$ cat config.mk
export PLATFORM = sky130hd
export DESIGN_NAME = bfr_ram
export DESIGN_NICKNAME = d
export VERILOG_FILES = /design/src/hdl/bfr_ram.sv
export SDC_FILE = /design/constraint.sdc
export NUM_CORES = 1
export LEC_CHECK = 0
export BUFFER_PORTS_ARGS = -buffer_cell sky130_fd_sc_hd__buf_2
export CAP_MARGIN = 20
export CORE_MARGIN = 2
export CORE_UTILIZATION = 40
export DETAILED_ROUTE_END_ITERATION = 12
export GPL_ROUTABILITY_DRIVEN = 0
export MAX_ROUTING_LAYER = met4
export PLACE_DENSITY = 0.61
export RECOVER_POWER = 25
export SLEW_MARGIN = 10
export SYNTH_ARGS = -nofsm -noshare
export SYNTH_HDL_FRONTEND = slang
export SYNTH_SLANG_ARGS = --single-unit
$ cat constraint.sdc
create_clock -name clk_i -period 2.2 [get_ports clk_i]
set_input_delay 0.11 -clock clk_i [delete_from_list [all_inputs] [get_ports clk_i]]
set_output_delay 0.11 -clock clk_i [all_outputs]
set_load 0.05 [all_outputs]
$ cat src/hdl/bfr_ram.sv
// ----------------------------------------------------------------------------
// bfr_ram: generic simple dual-port RAM
// One write port, one read port with registered read data.
// ----------------------------------------------------------------------------
`default_nettype none
module bfr_ram #(
  parameter int WIDTH = 8,
  parameter int DEPTH = 16
) (
  input  wire logic                     clk_i,
  input  wire logic                     we_i,
  input  wire logic [$clog2(DEPTH)-1:0] waddr_i,
  input  wire logic [WIDTH-1:0]         wdata_i,
  input  wire logic                     re_i,
  input  wire logic [$clog2(DEPTH)-1:0] raddr_i,
  output logic      [WIDTH-1:0]         rdata_o
);

  logic [WIDTH-1:0] mem_q [DEPTH];

  // write port
  always_ff @(posedge clk_i) begin
    if (we_i) begin
      mem_q[waddr_i] <= wdata_i;
    end
  end

  // registered read port
  always_ff @(posedge clk_i) begin
    if (re_i) begin
      rdata_o <= mem_q[raddr_i];
    end
  end

endmodule
`default_nettype wire

# [Yosys cells after proc, flatten, opt, wreduce, memory -nomap -nowiden]
# Memories as Yosys holds them, arrays and structs flattened. A register that Yosys moved wholly into a read port is not among the register bits.
# Index checks and enable logic that the tools add are counted.
# Widths: inputs -> output; s select.
[word_totals] ram_bits=128 mem_count=1 reg_bits=0 out_inout_bits=8 word_cells=3 rom_bits=0 latch_bits=0
[op_classes] div_mod_pow=0 bitwise_logic=0 n_reduce_logical=0 n_mux=2 n_mul=0 shifts=0 addsub=0 n_eq_ne=0 n_lt_le_gt_ge=0
[memory_table] memory="mem_q" words=16 word_bits=8 read_ports=1 rd_clocked_by_memory_dff=1 wr=1 line="19" rtl="logic [WIDTH-1:0] mem_q [DEPTH];"
[ops] op="$mux 1" count=2

# [Depth between registers and ports, before layout]
# Gate-level depths: netlist of run 1.
[logic_depth] ltp_word=2 depth_mapped=5

# [Worst setup path after synthesis of run 1]
# Ideal clock, no wire load.
[synth_timing] kind="input -> register" start="input waddr_i[2]" end="memory mem_q[0][0] (enable)" path_stages=2 arrival_time_ns=1.220 setup_time_ns=0.383 setup_slack_ns=0.597 path_cell_list="or3b_2 -> nor3_1"
[synth_rtl] item="start, declared" line="12" rtl="input wire logic [$clog2(DEPTH)-1:0] waddr_i,"
[synth_rtl] item="end, declared" line="19"
# Straight into the memory's write port.

==> results of run 1 <==
## metal layers
| layer | wire length [um] | track usage | vias to the layer above |
|---|---|---|---|
| met1 | 4705 | 0.2155 | 1278 |
| met5 | 0 | - | - |
| li1 | - | - | 1091 |
| met4 | 138 | 0.05346 | 0 |
| met3 | 327 | 0.04488 | 10 |
| met2 | 4891 | 0.2431 | 58 |
## critical path, stage by stage (launching register included)
cell	delay (ps)
edfxtp_1	350
mux4_1	480
a22oi_1	300
nand2_1	100
## report_power, final
part,leakage [nW],total (mW),internal (mW),switching (mW)
Clock,0.272,2.59,1.65,0.949
Sequential,1.24,2.94,2.92,0.0173
Combinational,0.572,0.303,0.112,0.191
## per-stage QoR
step                instances    util  total power [mW]  instance area (um2)  hold slack (ps)
global placement          438  0.4464             3.294                 5657            492.4
CTS                       470  0.4896             5.884                 6203            79.05
finish                    470  0.4890             5.837                 6196            92.41
detailed placement        438  0.4464             3.304                 5657            510.9
floorplan                 229       -             3.177                 5228            208.9
global route              470  0.4890             6.025                 6196            91.24
## layout by cell type, fill, tap and decap left out
master,instances
clkinv_1,1
clkbuf_1,10
mux4_2,18
bufinv_16,2
and2_1,1
nand2b_1,2
mux4_1,14
buf_2,20
nor2b_1,1
nand2_1,9
buf_4,20
clkinv_2,7
nand3_1,1
nor3_1,4
a22oi_1,16
nand3b_1,2
nor2_1,13
and2b_1,1
clkbuf_16,17
edfxtp_1,136
or3b_2,1
clkinvlp_4,1
buf_12,1
## worst max-delay path by stage
stage | start | end | slack, ps | depth (start not counted)
after floorplan | waddr_i[2] | mem_q[0][0] | 600 | 2
after global placement | raddr_i[1] | rdata_o[1] | 370 | 6
after detailed placement | raddr_i[1] | rdata_o[1] | 350 | 6
after CTS | mem_q[2][1] | rdata_o[1] | 670 | 3
after global routing | mem_q[10][4] | rdata_o[4] | 650 | 3
final | mem_q[2][1] | rdata_o[1] | 710 | 3
## kinds of logic after synthesis
group / Yosys count / share of synthesized area
DFF: 136 / 0.7812
and+or+nand+nor: 35 / 0.03136
muxes: 32 / 0.1479
AOI/OAI and AO/OA: 16 / 0.02298
buffers and inverters: 10 / 0.01651
## sequential cells by signal, indices dropped and copies added (netlist names)
register,flops
rdata_o,8
mem_q,128
## final cells by class
class | count | area share
multi-input cells | 83 | 0.1706
repair buffers | 47 | 0.04725
flip-flops and latches | 136 | 0.6591
clock buffers | 21 | 0.07108
clock inverters | 11 | 0.01716
well taps | 172 | 0.03473
==> key figures, run 1 <==
Placed design
  – Post-DP HPWL: approximately 6.4 mm
  – DP Worst Slack: between 300 and 400 ps
  – # port buffers: 26

Drt
  – # DRC: 0
  – Vias/cell: 5.185
  – First-pass DRT Iterations: 4
  – Drt wl/cell: 21.41 um
  – Via count: 2437
  – Final WL: 10.06 mm
  – Antenna violation net count after detailed routing: 0
  – Iter 0 DRT Violations: 198

Synth
  – Ys async rst share: 0
  – Distinct cell type count after synthesis: 18
  – YS warnings: 0
  – Flop and latch count out of synthesis: 136
  – Synth Area per Inst: 22.83 um2
  – Cell area after synthesis: 5228 um2
  – Synth Flop Type: edfxtp_1
  – Top cells by area, synth: edfxtp_1 78%, mux4_2 7.8%, mux4_1 7.0%
  – Share of the synthesized area in the top cell type: 0.7812
  – Seq/Total Area, Yosys: 0.7812
  – Cell taking the most area after synthesis: edfxtp_1
  – Most frequent cells after synthesis: 136 x edfxtp_1, 18 x mux4_2, 16 x a22oi_1, 14 x mux4_1, 13 x nor2_1
  – Syn_nets: 248
  – Post-synth EDFFs: ~140
  – Most frequent cell after synthesis: edfxtp_1
  – Mapped Cells: 229

Min path
  – Worst hold start: re_i
  – Hold WC Path Type: in -> reg
  – Hold path endpoint: rdata_o[3]
  – Worst Hold Depth: 1

Clock tree
  – CTS H-tree lvls: 4
  – Clock Pin Slew Worst Setup and Hold Paths: around 60 ps
  – # Post-CTS Setup Buffers: 0
  – Clk buf depth: 2
  – Post_cts resized: 0
  – Root Driver: clkbuf_16
  – CTS Buf Count: 17
  – Sink Count: 136
  – CTS tree: yes
  – Clk_lat worst skew: ~410 ps
  – Cts hold-fix bufs: 0

Setup path
  – CP startpoint kind: flop
  – CP Capture Type: flop
  – R2R Path End: rdata_o[1]
  – R2r setup slk: just over 700 ps
  – Critical path class: reg -> reg
  – CP arrival: ~1600 ps
  – Required time worst endpoint: 2350 ps
  – Worst reg-to-reg path cell count: 3
  – Reg2reg start: mem_q[2][1]
  – Crit path max fanout: 1

Outcome
  – Status: finished, final reports clean

Floorplanning
  – Die H: 118.3 um
  – Site Rows: between 40 and 50
  – Starting Density: 0.4126
  – Die ar.: 14000 um2
  – Ports: 27
  – Core area: between 10000 and 15000 um2
  – Die X: 118.3 um

Timing
  – Fmax: 672.5 MHz
  – Period utilization: 0.6759
  – Clk_skew: 11.24 ps
  – Setup TNS: 0 ps
  – Final Hold Viols: 0
  – Worst Max-Slew Pin Slew: 642.6 ps
  – Max-slew violations: 0
  – Tmin final: ~1500 ps
  – Max_slew headroom: 0.5700
  – Fin worst setup slack: just over 700 ps
  – RSZ-0062 raised after global routing: false
  – Final setup vio count: 0

Pwr
  – Power per cell area: 942.0 nW/um2
  – Leakage: a little over 2 nW
  – Peak VDD IR: 0.4855 mV

Finish
  – Diode count: 0
  – Fin nets: around 300
  – Multi-input logic area: 1057 um2
  – Register area: ~4000 um2
  – Layout area overhead: 18.53%
  – Final-layout fill cell count: 1023
  – Layout cells sized above 1: 0.2919

GRT
  – Initial antenna violation count: 0
  – Pin count of the biggest net entering global routing: 33
  – Vias in the first global route: roughly 2600
  – GRT Total Usage: 0.1620
  – First-pass GRT wire length: about 15 mm
  – Total gr overflow: 0

Flow run
  – Max Cap Viol: 0
No activity file was read; power rests on OpenSTA's default activity.
==> inputs of run 2 (changes only) <==
--- a/config.mk
+++ b/config.mk
@@ -12,7 +12,7 @@
 export DETAILED_ROUTE_END_ITERATION = 12
 export GPL_ROUTABILITY_DRIVEN = 0
 export MAX_ROUTING_LAYER = met4
-export PLACE_DENSITY = 0.61
+export PLACE_DENSITY = 0.63
 export RECOVER_POWER = 25
 export SLEW_MARGIN = 10
 export SYNTH_ARGS = -nofsm -noshare
==> constraint.sdc (replaced) <==
create_clock -name clk_i -period 1.28 [get_ports clk_i]
set_input_delay 0.064 -clock clk_i [delete_from_list [all_inputs] [get_ports clk_i]]
set_output_delay 0.064 -clock clk_i [all_outputs]
set_load 0.05 [all_outputs]
==> run 2 against run 1 <==
Against the previous run:
- first-iteration DRC count is 1.0% higher
- wire length decreased by 0.23%
- design area is 2.3% higher
- largest power group unchanged
- register-to-register slack got worse by 870 ps
- clock skew decreased by 8.5 ps
- the flow now finishes with violations (setup timing)
- die area did not move
- maximum frequency rose by 3.3%
- non-clock buffer count increased by 10
- clock-buffer cell count down 2
- critical path type unchanged
- combinational power up 97%
==> key figures, run 2 (same netlist as run 1, synthesis figures left out) <==
Finish
  – Largest reg by FF count: mem_q
  – Layout area overhead: 21.30%
  – Most frequent cells in the layout: 136 x edfxtp_1, 30 x mux4_2, 27 x buf_4
  – Diode count: 0
  – Finished Core Util: 0.5004
  – Max reg flops: between 100 and 150
  – Post-Layout Cell Count: 480
  – Layout cells sized above 1: 0.3831
  – Largest regs: mem_q (128), rdata_o (8)
  – Fin nets: 314
  – Leading cell type in the layout, fill and taps excluded: edfxtp_1

GRT
  – Total gr overflow: 0
  – GRT Total Usage: 0.1602
  – First-pass GRT wire length: about 15 mm
  – Vias in the first global route: 2546
  – Initial antenna violation count: 0
  – Pin count of the biggest net entering global routing: 17

Drt
  – Via count: 2489
  – Vias/cell: ~5.2
  – First-pass DRT Iterations: 5
  – Drt wl/cell: 20.91 um
  – Final WL: roughly 10 mm
  – Antenna violation net count after detailed routing: 0
  – Iter 0 DRT Violations: 200
  – # DRC: 0

Clock tree
  – Sink Count: 136
  – CTS Buf Count: 17
  – Clock Pin Slew Worst Setup and Hold Paths: 50 ps
  – # Post-CTS Setup Buffers: 0
  – Cts hold-fix bufs: 0
  – CTS tree: yes
  – CTS H-tree lvls: 4
  – Clk_lat worst skew: 410 ps
  – Root Driver: clkbuf_16
  – Clk buf depth: 2

Setup path
  – Critical path class: reg -> reg
  – CP endpoint: rdata_o[3]
  – Worst reg-to-reg path cell count: 3
  – Worst Setup SP: mem_q[0][3]
  – CP arrival: 1600 ps
  – R2r setup slk: -160 ps
  – R2R Path End: rdata_o[3]
  – CP startpoint kind: flop
  – CP Capture Type: flop
  – Required time worst endpoint: about 1400 ps
  – Reg2reg start: mem_q[0][3]
  – Crit path max fanout: 1

Timing
  – Fin worst setup slack: -160.1 ps
  – Clk_skew: 2.753 ps
  – Max_slew headroom: 0.4003
  – Worst Max-Slew Pin Slew: between 800 and 900 ps
  – Final setup vio count: 8
  – Period utilization: 1.125
  – Final Hold Viols: 0
  – RSZ-0062 raised after global routing: true
  – Fmax: 694.4 MHz
  – Tmin final: approximately 1400 ps
  – Max-slew violations: 0

Floorplanning
  – Ports: 27
  – Die H: 118.3 um
  – Die X: 118.3 um
  – Core area: 12670 um2
  – Starting Density: 0.4126
  – Die ar.: approximately 14000 um2
  – Site Rows: 41

Placed design
  – Dpl cells: 448
  – Post-DP HPWL: around 6.4 mm
  – # port buffers: 26

Outcome
  – Status: finished, violations left
  – Failing checks: setup timing

Pwr
  – Leakage: about 2.1 nW
  – Peak VDD IR: 1.230 mV
  – Power per cell area: around 1600 nW/um2

Min path
  – Hold WC Path Type: in -> reg
  – Worst hold start: re_i

Flow run
  – Max Cap Viol: 0
-- run 2: area by class of cell --
cell class                      count  area, um2
Clock buffer                       19      432.9
Clock inverter                     13      135.1
Fill cell                        1027       6330
Multi-Input combinational cell     83       1067
Sequential cell                   136       4084
Tap cell                          172      215.2
Timing Repair Buffer               57      406.6
-- run 2: per-layer routing --
layer  track usage  share of wire  wire length (um)
met3       0.04971          0.046               457
met1        0.2121           0.45              4496
met5             -              0                 0
met4       0.05422         0.0091                91
met2        0.2366           0.50              4992
-- run 2: per-stage QoR --
| step | cell area (um2) | TNS (ps) | hold slack [ps] | setup WS (ps) | power (mW) |
|---|---|---|---|---|---|
| floorplan | 5225 | -1534 | 162.9 | -50.15 | 5.482 |
| global placement | 5733 | -3799 | 448.9 | -381.3 | 5.711 |
| detailed placement | 5733 | -4286 | 451.6 | -410.8 | 5.723 |
| CTS | 6332 | -1004 | 20.10 | -160.1 | 10.38 |
| global route | 6341 | -1372 | 8.158 | -228.2 | 10.63 |
| finish | 6341 | -930.2 | 35.98 | -160.1 | 10.28 |
-- run 2: critical path, stage by stage, from the launching register on --
cell and delay [ps]:
edfxtp_1 370, mux4_2 490, a22oi_2 260, nand2_1 80
-- run 2: power breakdown --
group          switching [mW]  total (mW)  internal (mW)
clock network            1.63        4.63           3.00
registers              0.0282        5.05           5.02
logic                   0.358       0.597          0.238
total                    2.01        10.3           8.26
-- run 2: worst min-delay path by stage --
stage | end | slack (ps) | cells past startpoint
2_1_floorplan | mem_q[0][0] | 160 | 0
3_3_place_gp | rdata_o[5] | 450 | 1
3_5_place_dp | rdata_o[6] | 450 | 1
4_1_cts | rdata_o[3] | 20 | 1
5_1_grt | rdata_o[3] | 8 | 1
6_report | rdata_o[3] | 40 | 1
-- run 2: what timing repair did --
| action | CTS | global route |
|---|---|---|
| pin swaps | 5 | 3 |
| endpoints found under the setup margin | 8 | 8 |
| resized for setup | 8 | 3 |
==> inputs of run 3 (changes only) <==
--- a/config.mk
+++ b/config.mk
@@ -13,8 +13,8 @@
 export GPL_ROUTABILITY_DRIVEN = 0
 export MAX_ROUTING_LAYER = met4
 export PLACE_DENSITY = 0.63
-export RECOVER_POWER = 25
 export SLEW_MARGIN = 10
 export SYNTH_ARGS = -nofsm -noshare
 export SYNTH_HDL_FRONTEND = slang
 export SYNTH_SLANG_ARGS = --single-unit
+export TNS_END_PERCENT = 10
==> run 3 against run 2 <==
Against the previous run:
- the run still ends with setup timing left
- flip-flop and latch count is the same
- wire length is 0.91% higher
- via count grew 0.52%
- sequential share of layout area down 0.62 points
- core utilization rose by 0.48 points
==> key figures, run 3 (same netlist as run 1, synthesis figures left out) <==
Timing
  – Fmax: 704.6 MHz
  – Final Hold Viols: 0
  – Tmin final: 1419 ps
  – Setup TNS: -844.3 ps
  – Period utilization: 1.109
  – Final setup vio count: 8
  – RSZ-0062 raised after global routing: true
  – Clk_skew: 4.481 ps
  – Max_slew headroom: 0.3708
  – Worst Max-Slew Pin Slew: between 900 and 1000 ps
  – Max-slew violations: 0
  – Fin worst setup slack: -139.3 ps

Outcome
  – Status: finished, violations left
  – Failing checks: setup timing

Finish
  – Post-route cell area: 6402 um2
  – Post-Layout Cell Count: 483
  – Max reg flops: 128
  – Multi-input logic area: 1057 um2
  – Layout cells sized above 1: 0.4180
  – Final-layout fill cell count: 1017
  – Largest regs: mem_q (128), rdata_o (8)
  – Largest reg by FF count: mem_q
  – Layout area overhead: 22.47%
  – Fin nets: approximately 320
  – Most frequent cells in the layout: 136 x edfxtp_1, 30 x mux4_2, 30 x buf_4
  – Leading cell type in the layout, fill and taps excluded: edfxtp_1
  – Register area: 4084 um2
  – Diode count: 0

Drt
  – First-pass DRT Iterations: 4
  – Vias/cell: 5.180
  – Iter 0 DRT Violations: about 250
  – # DRC: 0
  – Final WL: 10.13 mm
  – Via count: 2502
  – Drt wl/cell: 20.97 um
  – Antenna violation net count after detailed routing: 0

Clock tree
  – CTS Buf Count: 17
  – Sink Count: roughly 140
  – CTS H-tree lvls: 4
  – Clk buf depth: 2
  – CTS tree: yes
  – Root Driver: clkbuf_16
  – Clock Pin Slew Worst Setup and Hold Paths: 50 ps
  – Clk_lat worst skew: 410 ps

GRT
  – GRT Total Usage: 0.1614
  – Total gr overflow: 0
  – Vias in the first global route: between 2000 and 3000
  – Initial antenna violation count: 0
  – First-pass GRT wire length: ~16 mm
  – Pin count of the biggest net entering global routing: 17

Min path
  – Hold WC Path Type: in -> reg

Setup path
  – Crit-path cells: mux4_2, a22oi_2, nand2_1
  – Crit-path slowest cell: mux4_2
  – CP startpoint kind: flop
  – CP max stage delay: 490 ps
  – Crit path max fanout: 1
  – CP Capture Type: flop
  – Critical path's top delay family: multiplexers
  – Required time worst endpoint: 1430 ps
  – Crit path buffers/inverters: 0
  – CP arrival: 1570 ps
  – Critical path class: reg -> reg

Placed design
  – DP Worst Slack: -414.6 ps
  – # port buffers: 26
  – Placed cell areas: between 5000 and 6000 um2
  – Post-DP HPWL: 6.875 mm
  – Dpl cells: approximately 450

Floorplanning
  – Die ar.: roughly 14000 um2
  – Core area: 12670 um2
  – Site Rows: between 40 and 50
  – Die H: 118.3 um
  – Ports: 27
  – Starting Density: 0.4126
  – Die X: ~120 um

Pwr
  – Power per cell area: 1652 nW/um2
  – Peak VDD IR: approximately 1 mV
  – Design Power: around 11 mW
  – Leakage: 2.156 nW

Flow run
  – Max Cap Viol: 0
==> run 3: cell type report <==
| cell class | count | area share |
|---|---|---|
| sequential | 136 | 0.6379 |
| multi-input combinational | 83 | 0.1651 |
| timing repair buffer | 60 | 0.06801 |
| clock buffer | 18 | 0.06703 |
| tap | 172 | 0.03361 |
| clock inverter | 14 | 0.02834 |
==> run 3: repair_timing <==
item                                    4_1_cts  5_1_grt
hold endpoints to repair                      0        0
hold buffers                                  0        0
setup buffers                                 0        0
pin swaps                                     5        3
gates resized for setup                      10        3
endpoints found under the setup margin        8        8
==> run 3: power by group <==
part,internal [mW],switching (mW)
Combinational,0.236,0.355
Clock,3.23,1.70
Sequential,5.02,0.0288
==> run 3: final timing paths <==
| kind | startpoint | to | slack (ps) | cells past startpoint |
|---|---|---|---|---|
| worst max-delay path | mem_q[11][5] | rdata_o[5] | -140 | 3 |
| worst min-delay path | wdata_i[0] | mem_q[4][0] | 40 | 1 |
| worst max register to register | mem_q[11][5] | rdata_o[5] | -140 | 3 |
| worst min register to register | mem_q[14][3] | rdata_o[3] | 750 | 3 |
==> run 3: per-layer routing <==
metal	vias to the layer above	wire, um	GRT usage
met1	1295	4244	0.2101
met4	0	131	0.06325
met2	91	5005	0.2467
met3	11	748	0.03909
li1	1105	-	-
met5	-	0	-
==> run 3: stage by stage <==
| stage | utilization | hold slack (ps) |
|---|---|---|
| 6_report | 0.5053 | 37.19 |
| 5_1_grt | 0.5053 | 37.19 |
| 4_1_cts | 0.5048 | 29.50 |
| 3_5_place_dp | 0.4554 | 465.4 |
| 3_3_place_gp | 0.4554 | 450.9 |
| 2_1_floorplan | - | 162.9 |
